--- config.mk ---
export PLATFORM = sky130hd
export DESIGN_NAME = quantized_activation_unit
export DESIGN_NICKNAME = d
export VERILOG_FILES = /design/src/design/qau_pkg.sv /design/src/design/qau_scale.sv /design/src/design/quantized_activation_unit.sv
export SDC_FILE = /design/constraint.sdc
export NUM_CORES = 2
export LEC_CHECK = 0
export CORE_MARGIN = 2
export CORE_UTILIZATION = 44
export CTS_CLUSTER_SIZE = 40
export DETAILED_ROUTE_END_ITERATION = 10
export DONT_BUFFER_PORTS = 1
export PLACE_DENSITY_LB_ADDON = 0.12
export SETUP_SLACK_MARGIN = 0.2
export SKIP_LAST_GASP = 1
export SYNTH_ARGS = -nofsm -noshare
export SYNTH_HDL_FRONTEND = slang
export SYNTH_SLANG_ARGS = --single-unit
--- constraint.sdc ---
create_clock -name clock -period 11.3 [get_ports clock]
set_input_delay 1.13 -clock clock [delete_from_list [all_inputs] [get_ports clock]]
set_output_delay 1.13 -clock clock [all_outputs]
set_load 0.005 [all_outputs]
--- src/design/qau_pkg.sv ---
`default_nettype none

package qau_pkg;

   // Datapath sizing
   localparam int ACC_WIDTH = 32;
   localparam int FRAC_BITS = 24;
   localparam int IN_WIDTH  = 32;
   localparam int OUT_WIDTH = 64;

   // operand of the final power-of-two scale: holds x*26 and the hard sigmoid
   localparam int N_WIDTH = ((ACC_WIDTH + 5) > 34) ? (ACC_WIDTH + 5) : 34;
   // signed exponent of the final scale
   localparam int K_WIDTH = 8;
   localparam int SH_BITS = $clog2(OUT_WIDTH);

   // hard sigmoid raw value, signed working width and stored width
   localparam int HSIG_WIDTH = 34;
   localparam int H_WIDTH    = 33;

   // CSR port
   localparam int CSR_INDEX_WIDTH = 3;
   localparam int CSR_DATA_WIDTH  = 8;

   localparam logic [CSR_INDEX_WIDTH-1:0] CSR_ACT_MODE         = 3'd0;
   localparam logic [CSR_INDEX_WIDTH-1:0] CSR_SHIFT_CUT        = 3'd1;
   localparam logic [CSR_INDEX_WIDTH-1:0] CSR_HSIG_IN_SHIFT    = 3'd2;
   localparam logic [CSR_INDEX_WIDTH-1:0] CSR_HSIG_OUT_SHIFT   = 3'd3;
   localparam logic [CSR_INDEX_WIDTH-1:0] CSR_HSWISH_OUT_SHIFT = 3'd4;

   // Activation kinds
   localparam logic [2:0] MODE_NONE   = 3'd0;
   localparam logic [2:0] MODE_RELU   = 3'd1;
   localparam logic [2:0] MODE_RELU6  = 3'd2;
   localparam logic [2:0] MODE_LEAKY  = 3'd3;
   localparam logic [2:0] MODE_PASS   = 3'd4;
   localparam logic [2:0] MODE_HSIG   = 3'd5;
   localparam logic [2:0] MODE_HSWISH = 3'd6;

   // Arithmetic constants
   localparam logic signed [HSIG_WIDTH-1:0] HSIG_SCALE  = 34'sd2731;
   localparam logic signed [HSIG_WIDTH-1:0] HSIG_OFFSET = 34'sd8193;        // 3 * 2731
   localparam logic signed [HSIG_WIDTH-1:0] HSIG_LIMIT  = 34'sd4294967296;  // 2^32
   localparam logic [H_WIDTH-1:0]           H_LIMIT     = 33'h1_0000_0000;

   localparam logic signed [N_WIDTH-1:0] LEAKY_MUL   = N_WIDTH'(26);
   localparam logic signed [N_WIDTH-1:0] RELU6_VALUE = N_WIDTH'(6);

   localparam logic signed [K_WIDTH-1:0] K_FRAC      = K_WIDTH'(FRAC_BITS);
   localparam logic signed [K_WIDTH-1:0] K_ONE       = K_WIDTH'(1);
   localparam logic signed [K_WIDTH-1:0] K_LEAKY     = K_WIDTH'(9);   // 256 scale and extra halving
   localparam logic signed [K_WIDTH-1:0] K_HSIG_EXP  = K_WIDTH'(14);
   localparam logic signed [K_WIDTH-1:0] K_SHIFT_MAX = K_WIDTH'(OUT_WIDTH - 1);

   localparam logic signed [OUT_WIDTH-1:0] SAT_MAX = {1'b0, {(OUT_WIDTH-1){1'b1}}};
   localparam logic signed [OUT_WIDTH-1:0] SAT_MIN = {1'b1, {(OUT_WIDTH-1){1'b0}}};

endpackage

`default_nettype wire

--- src/design/qau_scale.sv ---
`default_nettype none

// Saturating power-of-two scale: floor(n * 2^k) clipped to the output range
module qau_scale import qau_pkg::*; (
   input  logic signed [N_WIDTH-1:0]   n,
   input  logic signed [K_WIDTH-1:0]   k,
   output logic signed [OUT_WIDTH-1:0] value
);

   localparam int S_WIDTH = N_WIDTH + OUT_WIDTH;
   localparam logic [SH_BITS-1:0] SH_MAX = SH_BITS'(OUT_WIDTH - 1);

   logic signed [K_WIDTH-1:0]       neg_k;
   logic [SH_BITS-1:0]              left_amt;
   logic [SH_BITS-1:0]              right_amt;
   logic signed [S_WIDTH-1:0]       wide;
   logic [S_WIDTH-OUT_WIDTH:0]      top;
   logic                            overflow;

   always_comb begin
      neg_k     = -k;
      // shifts past the word width only saturate or fill with sign
      left_amt  = (k > K_SHIFT_MAX) ? SH_MAX : k[SH_BITS-1:0];
      right_amt = (neg_k > K_SHIFT_MAX) ? SH_MAX : neg_k[SH_BITS-1:0];
      wide      = S_WIDTH'(n) <<< left_amt;
      // the sign bit and the bits above it must all agree
      top       = wide[S_WIDTH-1:OUT_WIDTH-1];
      overflow  = (|top) && !(&top);
      if (!k[K_WIDTH-1]) begin
         if (overflow) begin
            value = n[N_WIDTH-1] ? SAT_MIN : SAT_MAX;
         end else begin
            value = wide[OUT_WIDTH-1:0];
         end
      end else begin
         value = OUT_WIDTH'(n) >>> right_amt;
      end
   end

endmodule

`default_nettype wire

--- src/design/quantized_activation_unit.sv ---
// Throughput: one word per cycle while the output is not stalled, set by the
// six register stages, each with its own valid bit; a stalled output lets
// bubbles ahead of it close up.
// Reset: synchronous, clears all CSRs to 0 and empties the pipeline.
// No memories, so no clearing pass after reset.
`default_nettype none

module quantized_activation_unit import qau_pkg::*; (
   input  logic                        clock,
   input  logic                        reset,
   // request channel
   input  logic                        req_valid,
   output logic                        req_stall,
   input  logic [IN_WIDTH-1:0]         req_acc_value,
   // response channel
   output logic                        rsp_valid,
   input  logic                        rsp_stall,
   output logic signed [OUT_WIDTH-1:0] rsp_act_value,
   // CSR write channel
   input  logic                        csr_valid,
   output logic                        csr_ready,
   input  logic [CSR_INDEX_WIDTH-1:0]  csr_index,
   input  logic [CSR_DATA_WIDTH-1:0]   csr_data
);

   localparam int STAGES   = 6;
   localparam int RAW_WIDTH = (ACC_WIDTH > IN_WIDTH) ? ACC_WIDTH : IN_WIDTH;
   localparam int T_WIDTH  = ((ACC_WIDTH > 32) ? ACC_WIDTH : 32) + 2;
   localparam int C_WIDTH  = (ACC_WIDTH > 35) ? ACC_WIDTH : 35;
   localparam int HS_WIDTH = H_WIDTH + 7;

   // CSRs
   logic [2:0] act_mode_ff;
   logic [4:0] shift_cut_ff;
   logic [3:0] hsig_in_shift_ff;
   logic [4:0] hsig_out_shift_ff;
   logic [4:0] hswish_out_shift_ff;

   assign csr_ready = 1'b1;

   always_ff @(posedge clock) begin
      if (reset) begin
         act_mode_ff         <= MODE_NONE;
         shift_cut_ff        <= '0;
         hsig_in_shift_ff    <= '0;
         hsig_out_shift_ff   <= '0;
         hswish_out_shift_ff <= '0;
      end else if (csr_valid) begin
         case (csr_index)
            CSR_ACT_MODE:         act_mode_ff         <= csr_data[2:0];
            CSR_SHIFT_CUT:        shift_cut_ff        <= csr_data[4:0];
            CSR_HSIG_IN_SHIFT:    hsig_in_shift_ff    <= csr_data[3:0];
            CSR_HSIG_OUT_SHIFT:   hsig_out_shift_ff   <= csr_data[4:0];
            CSR_HSWISH_OUT_SHIFT: hswish_out_shift_ff <= csr_data[4:0];
            default: ;
         endcase
      end
   end

   // Pipeline flow control: a stage loads when empty or when it moves on
   logic [STAGES-1:0] valid_ff;
   logic [STAGES-1:0] valid_in;
   logic [STAGES-1:0] en;

   always_comb begin
      en[STAGES-1] = !valid_ff[STAGES-1] || !rsp_stall;
      for (int j = STAGES - 2; j >= 0; j--) begin
         en[j] = !valid_ff[j] || en[j+1];
      end
      valid_in[0] = en[0] ? req_valid : valid_ff[0];
      for (int j = 1; j < STAGES; j++) begin
         valid_in[j] = en[j] ? valid_ff[j-1] : valid_ff[j];
      end
   end

   always_ff @(posedge clock) begin
      if (reset) begin
         valid_ff <= '0;
      end else begin
         valid_ff <= valid_in;
      end
   end

   assign req_stall = !en[0];
   assign rsp_valid = valid_ff[STAGES-1];

   // Stage 0: capture the accumulator as a signed word
   logic [RAW_WIDTH-1:0]         raw_word;
   logic signed [ACC_WIDTH-1:0]  x0_in, x0_ff;

   always_comb begin
      raw_word = RAW_WIDTH'(req_acc_value);
      x0_in    = $signed(raw_word[ACC_WIDTH-1:0]);
   end

   always_ff @(posedge clock) begin
      if (en[0]) x0_ff <= x0_in;
   end

   // Stage 1: round half up after the shift, clip to int8
   logic signed [T_WIDTH-1:0]    t_a, q_a;
   logic [5:0]                   rshift_a;
   logic signed [7:0]            r1_in, r1_ff;
   logic signed [ACC_WIDTH-1:0]  x1_ff;

   always_comb begin
      rshift_a = {1'b0, shift_cut_ff} + 6'd1;
      t_a      = T_WIDTH'(x0_ff) + (T_WIDTH'(1) << shift_cut_ff);
      q_a      = t_a >>> rshift_a;
      if (q_a > $signed(T_WIDTH'(127))) begin
         r1_in = 8'sd127;
      end else if (q_a < -$signed(T_WIDTH'(128))) begin
         r1_in = -8'sd128;
      end else begin
         r1_in = q_a[7:0];
      end
   end

   always_ff @(posedge clock) begin
      if (en[1]) begin
         x1_ff <= x0_ff;
         r1_ff <= r1_in;
      end
   end

   // Stage 2: hard sigmoid raw value, and operand/exponent of the simple modes
   logic signed [HSIG_WIDTH-1:0] h_b;
   logic [H_WIDTH-1:0]           h2_in, h2_ff;
   logic signed [ACC_WIDTH-1:0]  xz_b;
   logic signed [K_WIDTH-1:0]    ks_b;
   logic signed [N_WIDTH-1:0]    nx2_in, nx2_ff;
   logic signed [K_WIDTH-1:0]    kx2_in, kx2_ff;
   logic signed [7:0]            r2_ff;

   always_comb begin
      h_b = HSIG_WIDTH'(r1_ff) * HSIG_SCALE + (HSIG_OFFSET <<< hsig_in_shift_ff);
      if (h_b < 0) begin
         h2_in = '0;
      end else if (h_b > HSIG_LIMIT) begin
         h2_in = H_LIMIT;
      end else begin
         h2_in = h_b[H_WIDTH-1:0];
      end

      xz_b = x1_ff[ACC_WIDTH-1] ? '0 : x1_ff;
      ks_b = $signed(K_WIDTH'(shift_cut_ff));
      case (act_mode_ff)
         MODE_NONE: begin
            nx2_in = N_WIDTH'(x1_ff);
            kx2_in = K_FRAC - ks_b;
         end
         MODE_RELU: begin
            nx2_in = N_WIDTH'(xz_b);
            kx2_in = K_FRAC - ks_b;
         end
         MODE_RELU6: begin
            // above six after the shift: clamp to exactly six
            if (C_WIDTH'(xz_b) > (C_WIDTH'(6) << shift_cut_ff)) begin
               nx2_in = RELU6_VALUE;
               kx2_in = K_FRAC;
            end else begin
               nx2_in = N_WIDTH'(xz_b);
               kx2_in = K_FRAC - ks_b;
            end
         end
         MODE_LEAKY: begin
            if (x1_ff[ACC_WIDTH-1]) begin
               nx2_in = N_WIDTH'(x1_ff) * LEAKY_MUL;
               kx2_in = K_FRAC - ks_b - K_LEAKY;
            end else begin
               nx2_in = N_WIDTH'(x1_ff);
               kx2_in = K_FRAC - ks_b - K_ONE;
            end
         end
         default: begin
            // pass and the unused code; hard sigmoid and swish are replaced in stage 4
            nx2_in = N_WIDTH'(x1_ff);
            kx2_in = K_FRAC;
         end
      endcase
   end

   always_ff @(posedge clock) begin
      if (en[2]) begin
         h2_ff  <= h2_in;
         nx2_ff <= nx2_in;
         kx2_ff <= kx2_in;
         r2_ff  <= r1_ff;
      end
   end

   // Stage 3: hard sigmoid rounded half up to int8 (never negative)
   logic signed [K_WIDTH-1:0]    e_c, a_c;
   logic [HS_WIDTH-1:0]          hs_c;
   logic [6:0]                   g3_in, g3_ff;
   logic [H_WIDTH-1:0]           h3_ff;
   logic signed [N_WIDTH-1:0]    nx3_ff;
   logic signed [K_WIDTH-1:0]    kx3_ff;
   logic signed [7:0]            r3_ff;

   always_comb begin
      e_c  = $signed(K_WIDTH'(hsig_out_shift_ff)) - $signed(K_WIDTH'(hsig_in_shift_ff))
             - K_HSIG_EXP;
      a_c  = -e_c;
      hs_c = '0;
      if (h2_ff == '0) begin
         g3_in = '0;
      end else if (!e_c[K_WIDTH-1]) begin
         if (e_c >= $signed(K_WIDTH'(7))) begin
            g3_in = 7'd127;
         end else begin
            hs_c  = HS_WIDTH'(h2_ff) << e_c[2:0];
            g3_in = (hs_c > HS_WIDTH'(127)) ? 7'd127 : hs_c[6:0];
         end
      end else begin
         hs_c  = (HS_WIDTH'(h2_ff) + (HS_WIDTH'(1) << (a_c[5:0] - 6'd1))) >> a_c[5:0];
         g3_in = (hs_c > HS_WIDTH'(127)) ? 7'd127 : hs_c[6:0];
      end
   end

   always_ff @(posedge clock) begin
      if (en[3]) begin
         g3_ff  <= g3_in;
         h3_ff  <= h2_ff;
         nx3_ff <= nx2_ff;
         kx3_ff <= kx2_ff;
         r3_ff  <= r2_ff;
      end
   end

   // Stage 4: hard swish product and final operand select
   logic signed [15:0]           p_d;
   logic signed [N_WIDTH-1:0]    n4_in, n4_ff;
   logic signed [K_WIDTH-1:0]    k4_in, k4_ff;

   always_comb begin
      p_d = 16'(r3_ff) * 16'($signed({1'b0, g3_ff}));
      case (act_mode_ff)
         MODE_HSIG: begin
            n4_in = $signed(N_WIDTH'(h3_ff));
            k4_in = K_FRAC + $signed(K_WIDTH'(hsig_out_shift_ff))
                    - $signed(K_WIDTH'(hsig_in_shift_ff)) - K_HSIG_EXP;
         end
         MODE_HSWISH: begin
            n4_in = N_WIDTH'(p_d);
            k4_in = K_FRAC + $signed(K_WIDTH'(hswish_out_shift_ff))
                    - $signed(K_WIDTH'(hsig_in_shift_ff))
                    - $signed(K_WIDTH'(hsig_out_shift_ff));
         end
         default: begin
            n4_in = nx3_ff;
            k4_in = kx3_ff;
         end
      endcase
   end

   always_ff @(posedge clock) begin
      if (en[4]) begin
         n4_ff <= n4_in;
         k4_ff <= k4_in;
      end
   end

   // Stage 5: saturating scale into the output register
   logic signed [OUT_WIDTH-1:0]  act_value_in, act_value_ff;

   qau_scale u_scale (
      .n     (n4_ff),
      .k     (k4_ff),
      .value (act_value_in)
   );

   always_ff @(posedge clock) begin
      if (en[5]) act_value_ff <= act_value_in;
   end

   assign rsp_act_value = act_value_ff;

   // Checks
   a_accept_fills: assert property (@(posedge clock) disable iff (reset)
      (req_valid && !req_stall) |=> valid_ff[0])
      else $error("accepted word did not enter stage 0");

   a_blocked_holds: assert property (@(posedge clock) disable iff (reset)
      (valid_ff[3] && !en[4]) |=> valid_ff[3])
      else $error("blocked word dropped from stage 3");

   a_hsig_range: assert property (@(posedge clock) disable iff (reset)
      valid_ff[3] |-> (h3_ff <= H_LIMIT))
      else $error("hard sigmoid raw value out of range");

   a_relu_nonneg: assert property (@(posedge clock) disable iff (reset)
      (valid_ff[4] && (act_mode_ff == MODE_RELU || act_mode_ff == MODE_RELU6))
      |-> !n4_ff[N_WIDTH-1])
      else $error("negative operand in relu mode");

endmodule

`default_nettype wire

Word-level counts from Yosys, hierarchy flattened. Cells that the tools add are included.

$add $sub $neg: 18. Multipliers: 3. $lt $le $gt $ge: 10. Equality and inequality tests: 9. Shifts and indexed selects: 9. Multiplexer cells: 20. Reductions and logical operators: 28.

Operators by type and width (count): 64-bit two-way mux (3); 37-bit one-hot mux with 3 select lines (1); 37-bit by 6-bit <<< shifter with 101-bit output (1); 40-bit by 7-bit greater-than comparator with 1-bit output (second input constant) (2); 37-bit one-hot mux with 2 select lines (1); 37-bit by 6-bit >>> shifter with 64-bit output (1); 31-bit two-way mux (2); 33-bit by 40-bit adder with 40-bit output (1); 1-bit by 6-bit left shift with 40-bit output (first input constant) (1); 33-bit by 3-bit left shift with 40-bit output (1); 40-bit by 6-bit right shift with 40-bit output (1); 38-bit AND reduction (1); 38-bit OR reduction (1); 37-bit two-way mux (1); 32-bit by 5-bit multiplier with 36-bit output (second input constant) (1); 32-bit by 35-bit greater-than comparator with 1-bit output (1); 3-bit by 5-bit left shift with 35-bit output (first input constant) (1); 21-bit by 34-bit adder with 34-bit output (1); 32-bit by 34-bit adder with 34-bit output (1); 34-bit greater-than comparator (second input constant) (1); 34-bit by 8-bit greater-than comparator with 1-bit output (second input constant) (1); 34-bit by 1-bit less-than comparator with 1-bit output (second input constant) (1); 34-bit by 8-bit less-than comparator with 1-bit output (second input constant) (1); 1-bit by 5-bit left shift with 34-bit output (first input constant) (1); other kinds (34) (69).

Register bits: 388. Bits of input ports: 48. Output and inout port bits: 67.

Logic depth before layout (Yosys ltp).
Depth in word-level cells: 10. Gate-level depth with buffers: 35. Mapped depth without buffers: 33.

Modules after synthesis. From an unflattened synthesis, not the netlist that was laid out.

Cell total of the unflattened synthesis: 5111. Area, all modules: 43809.5 um^2.

Modules (own cells, without submodules): quantized_activation_unit (instances 1, cells an instance 3835, area an instance 35494.0 um^2, seq. area each 11310.8 um^2); qau_scale (instances 1, cells an instance 1276, area an instance 8315.5 um^2, seq. area each 0.0 um^2).

Worst setup path after synthesis. OpenSTA, ideal clock, no wires.

Path kind: register -> register. From: reg hsig_in_shift_ff[2]. To: reg g3_ff[1] (data pin). Library setup time: 0.256 ns. Arrival: 7.683 ns. Slack: 3.362 ns. Cell stages (with the launch flop): 33. Path buffers: 3. Clock period less this slack: 7.938 ns. Cell sequence: dfxtp_1 > clkbuf_1 > inv_1 > ha_1 > xor2_1 > ha_1 > clkbuf_1 > and2b_1 > xnor2_1 > or4_1 > a41o_1 > or3_1 > buf_2 > nand2_1 > nand2_1 > nor2_1 > ha_1 > inv_1 > fa_1 > nand2b_1 > a21oi_1 > o2111ai_1 > a31oi_1 > a311o_1 > xnor2_1 > mux4_2 > mux2_2 > a211oi_1 > a32oi_1 > or4b_2 > o32ai_1 > nand3_2 > o211a_1.

Cells in the longest elaborated chain, start to end: 10. Elaborated cells on any way between the ends: 15. Classes of those cells: add/sub: 5; order compare: 3; shift: 3; mux: 4.

Ends and longest elaborated chain: start, declared (line quantized_activation_unit.sv:35) `logic [3:0] hsig_in_shift_ff;`; start signal, assigned (line quantized_activation_unit.sv:52) `CSR_HSIG_IN_SHIFT: hsig_in_shift_ff <= csr_data[3:0];`; 5-bit by 4-bit subtractor with 6-bit output * (line quantized_activation_unit.sv:202) `e_c = $signed(K_WIDTH'(hsig_out_shift_ff)) - $signed(K_WIDTH'(hsig_in_shift_ff))`; 6-bit by 5-bit subtractor with 7-bit output * (line quantized_activation_unit.sv:203) `- K_HSIG_EXP;`; 6-bit negator (line quantized_activation_unit.sv:204) `a_c = -e_c;`; 6-bit by 1-bit subtractor with 6-bit output (line quantized_activation_unit.sv:216) `hs_c = (HS_WIDTH'(h2_ff) + (HS_WIDTH'(1) << (a_c[5:0] - 6'd1))) >> a_c[5:0];`; 1-bit by 6-bit left shift with 40-bit output (line quantized_activation_unit.sv:216); 33-bit by 40-bit adder with 40-bit output (line quantized_activation_unit.sv:216); 40-bit by 6-bit right shift with 40-bit output (line quantized_activation_unit.sv:216); 40-bit by 7-bit greater-than comparator with 1-bit output (line quantized_activation_unit.sv:217) `g3_in = (hs_c > HS_WIDTH'(127)) ? 7'd127 : hs_c[6:0];`; 7-bit two-way mux (line quantized_activation_unit.sv:217); 7-bit two-way mux * (line quantized_activation_unit.sv:208) `end else if (!e_c[K_WIDTH-1]) begin`; end signal, assigned (line quantized_activation_unit.sv:223) `g3_ff <= g3_in;`; end, declared (line quantized_activation_unit.sv:195) `logic [6:0] g3_in, g3_ff;`.

Mark *: on every way between the ends. The rest lies on a longest branch, timed or not. A chain may end at the register's enable or synchronous reset.

Final worst setup path.
From: reg hsig_in_shift_ff[0]. To: reg g3_ff[2] (data pin).

The elaborated chain is that of the path after synthesis.

==> run summary <==
Clock-pin slew on the worst setup and hold paths: 0.06 ns
1st-pass router iterations: 5
Vias/cell: 6.03
Minimum clock period: 10.64 ns
CP bufs+invs: 1
Port bufs: 0
Hold Slack: 0.417 ns
Largest delay contributor family on the critical path: compound AO/OA/AOI/OAI gates
CORE AREA: 91700 um2
Yosys cell types: 114
Asr flop ratio synth: 0%
Num CTS Buffers: 45
First-pass GRT wire length: 195 mm
Max VDD drop: 0.375 mV
Slew Limit Fails: 0
Syn. warnings: 0
CP Launch Point: hsig_in_shift_ff[0]
Clk_lat worst skew: 0.59 ns
GRT Overall Usage: 26.3%
Mapped Cells: 4579
Num Clock Sinks: 386
Final setup margin: 0.660 ns
Antenna violations before repair: 4
Hold Path Class: flop to flop
Initial Util: 44.4%
RSZ-0062 raised after global routing: no
Multiplexer share of the synthesized area: 9.00%
CTS tree: done
CP Capture Type: flop
XOR/XNOR Fraction of Synth Area: 3.44%
Layout Utilization: 46.9%
DPL Wire Length: 100 mm
DRC Markers: 0
Top FF cell, synth: edfxtp_1
Largest net degree at the start of global routing: 74
Clock Skew: 0.0214 ns
Area share of and/or/nand/nor cells after synthesis: 16.8%
Die ar.: 94900 um2
Worst Setup Slack post-DPL: 1.06 ns
Total gr overflow: 0
Total of max-cap violations: 0
Nets: 4999
Slew headroom: 23.9%
Post-Synth Adder-Cell Area: 18.0%
CTS Hold Bufs: 0
Routed WL: 127 mm
H-Tree Depth: 2
CTS Buffer Depth: 3
Initial DRC count: 2745
Worst Max-Slew Pin Slew: 1.14 ns
Post-synthesis compound-gate area fraction: 18.9%
Synth Cell Area: 40700 um2
Setup Fix Bufs, Post-CTS: 0
Number of synthesized flops with an enable pin: 358
Worst Path Arrival: 10.97 ns
Num rows: 111
Final estimated routing congestion in global placement: 0.955
PnR Total Power: 7.33 mW
HP Start: nx2_ff[20]
Worst EP required: 11.63 ns
Synth-to-layout area growth: 5.78%
Die Width: 308 um
Seq/Total Area, Yosys: 27.8%
Synth Area per Inst: 8.88 um2
Max Clk Rate: 94.0 MHz
Root Buffer: clkbuf_16
Total negative setup slack: 0 ns
Power per cell area: 170 nW/um2
Final period util: 94.2%
Register bit count reported by yosys: 386
Vias: 34170
Vias in the first global route: 32824
Dominant combinational cell family by area after synthesis: compound AO/OA/AOI/OAI gates
Mapped Nets: 5138
Slowest CP cell: or4b_2
Final setup vio count: 0
Leak: 19.5 nW
Reg-to-reg startpoint: hsig_in_shift_ff[0]
Worst setup SP type: flop
Status: complete, no violations
Crit-path max cell delay: 0.68 ns
Layout cell share with drive strength beyond 1: 5.70%
Post_cts resized: 0
Final Hold Fails: 0
Critical-path maximum fanout: 18
Chip Height: 308 um
Drt wl/cell: 22.5 um
DRT antenna net count: 0
Setup CP Type: flop to flop
IO Pins: 115
-- state kept, by name (all words and copies together), names as in the netlist --
signal,count
r3_ff,8
n4_ff,37
kx2_ff,7
valid_ff,6
nx2_ff,37
g3_ff,7
kx3_ff,7
hswish_out_shift_ff,5
r2_ff,8
x1_ff,32
x0_ff,32
k4_ff,8
nx3_ff,37
shift_cut_ff,5
h3_ff,33
act_mode_ff,3
hsig_in_shift_ff,4
hsig_out_shift_ff,5
rsp_act_value,64
h2_ff,33
r1_ff,8
-- report_power, final --
group	internal (mW)	switching (mW)	total, mW
sequential	1.78	0.187	1.97
clock	0.780	0.626	1.41
combinational	1.61	2.34	3.95
-- synthesized netlist by cell type (19+ instances only) --
master | n | area share, %
nand2_1 | 413 | 3.8
nor2_1 | 395 | 3.6
ha_1 | 390 | 12
inv_1 | 371 | 3.4
edfxtp_1 | 358 | 26
a21oi_1 | 304 | 3.7
mux2i_1 | 289 | 7.1
o21ai_0 | 209 | 2.6
clkbuf_1 | 185 | 1.7
fa_1 | 121 | 6.0
nand3_1 | 92 | 1.1
and2_1 | 91 | 1.4
xnor2_1 | 91 | 2.0
nor3_1 | 87 | 1.1
a21o_1 | 79 | 1.5
and3_1 | 63 | 0.97
xor2_1 | 63 | 1.4
a31oi_1 | 59 | 0.91
nand2b_1 | 58 | 0.89
a211oi_1 | 57 | 1.1
a22oi_1 | 48 | 0.89
nor2b_1 | 39 | 0.60
nand4_1 | 34 | 0.52
o211ai_1 | 34 | 0.63
o21a_1 | 33 | 0.61
mux2_2 | 30 | 0.83
nor4_1 | 30 | 0.46
buf_1 | 29 | 0.27
a221o_1 | 28 | 0.69
dfxtp_1 | 28 | 1.4
o31ai_1 | 28 | 0.52
o21bai_1 | 27 | 0.50
a32oi_1 | 23 | 0.50
or3_1 | 21 | 0.32
o22ai_1 | 20 | 0.31
mux4_2 | 19 | 1.1
or2_2 | 19 | 0.29
-- logic make-up after synthesis --
kind of cell | count (synthesis)
XOR/XNOR | 156
flip-flops | 386
multiplexers | 338
other | 1
AO/OA/AOI/OAI | 1150
AND/OR/NAND/NOR | 1423
adder cells (fa/ha/maj) | 511
buffers and inverters | 614
-- metrics by stage --
step | instances | cell area (um2)
finish | 5663 | 43000
global route | 5662 | 43000
CTS | 5662 | 43000
detailed placement | 5579 | 41600
global placement | 5579 | 41600
floorplan | 4579 | 40700
-- cell usage in the layout (no fill, tap or decap), drive strengths merged, types with 20 or more instances in the layout --
cell	n
a211oi	57
a21o	81
a21oi	304
a221o	28
a22oi	48
a31oi	60
a32oi	23
and2	93
and3	65
buf	54
clkbuf	52
clkinv	25
dfxtp	28
edfxtp	358
fa	121
ha	390
inv	375
mux2	30
mux2i	289
nand2	414
nand2b	58
nand3	93
nand4	34
nor2	395
nor2b	39
nor3	88
nor4	30
o211ai	34
o21a	34
o21ai	213
o21bai	27
o22ai	20
o31ai	28
or2	20
or3	23
xnor2	91
xor2	63
-- area by class of cell --
cell class / count / area [um2]
tap: 1186 / 1480
multi-input combinational: 3579 / 27000
timing repair buffer: 54 / 405
antenna: 1 / 2.50
inverter: 374 / 1410
sequential: 386 / 11300
clock buffer: 52 / 1170
clock inverter: 31 / 244
fill: 9014 / 48600
-- metal layers --
metal	up-vias	track usage [%]	wire, um
li1	16442	-	-
met1	16436	36.0	57900
met2	1063	43.5	59300
met3	223	3.02	6280
met4	6	7.91	3970
met5	-	0	45
-- final timing paths --
| check | to | slack, ns | cells after the start |
|---|---|---|---|
| worst max register to register | g3_ff[2] | 0.66 | 29 |
| worst min register to register | nx3_ff[20] | 0.42 | 0 |
| worst min-delay path | nx3_ff[20] | 0.42 | 0 |
| worst max-delay path | g3_ff[2] | 0.66 | 29 |
Power figures use the tool's default switching activity.
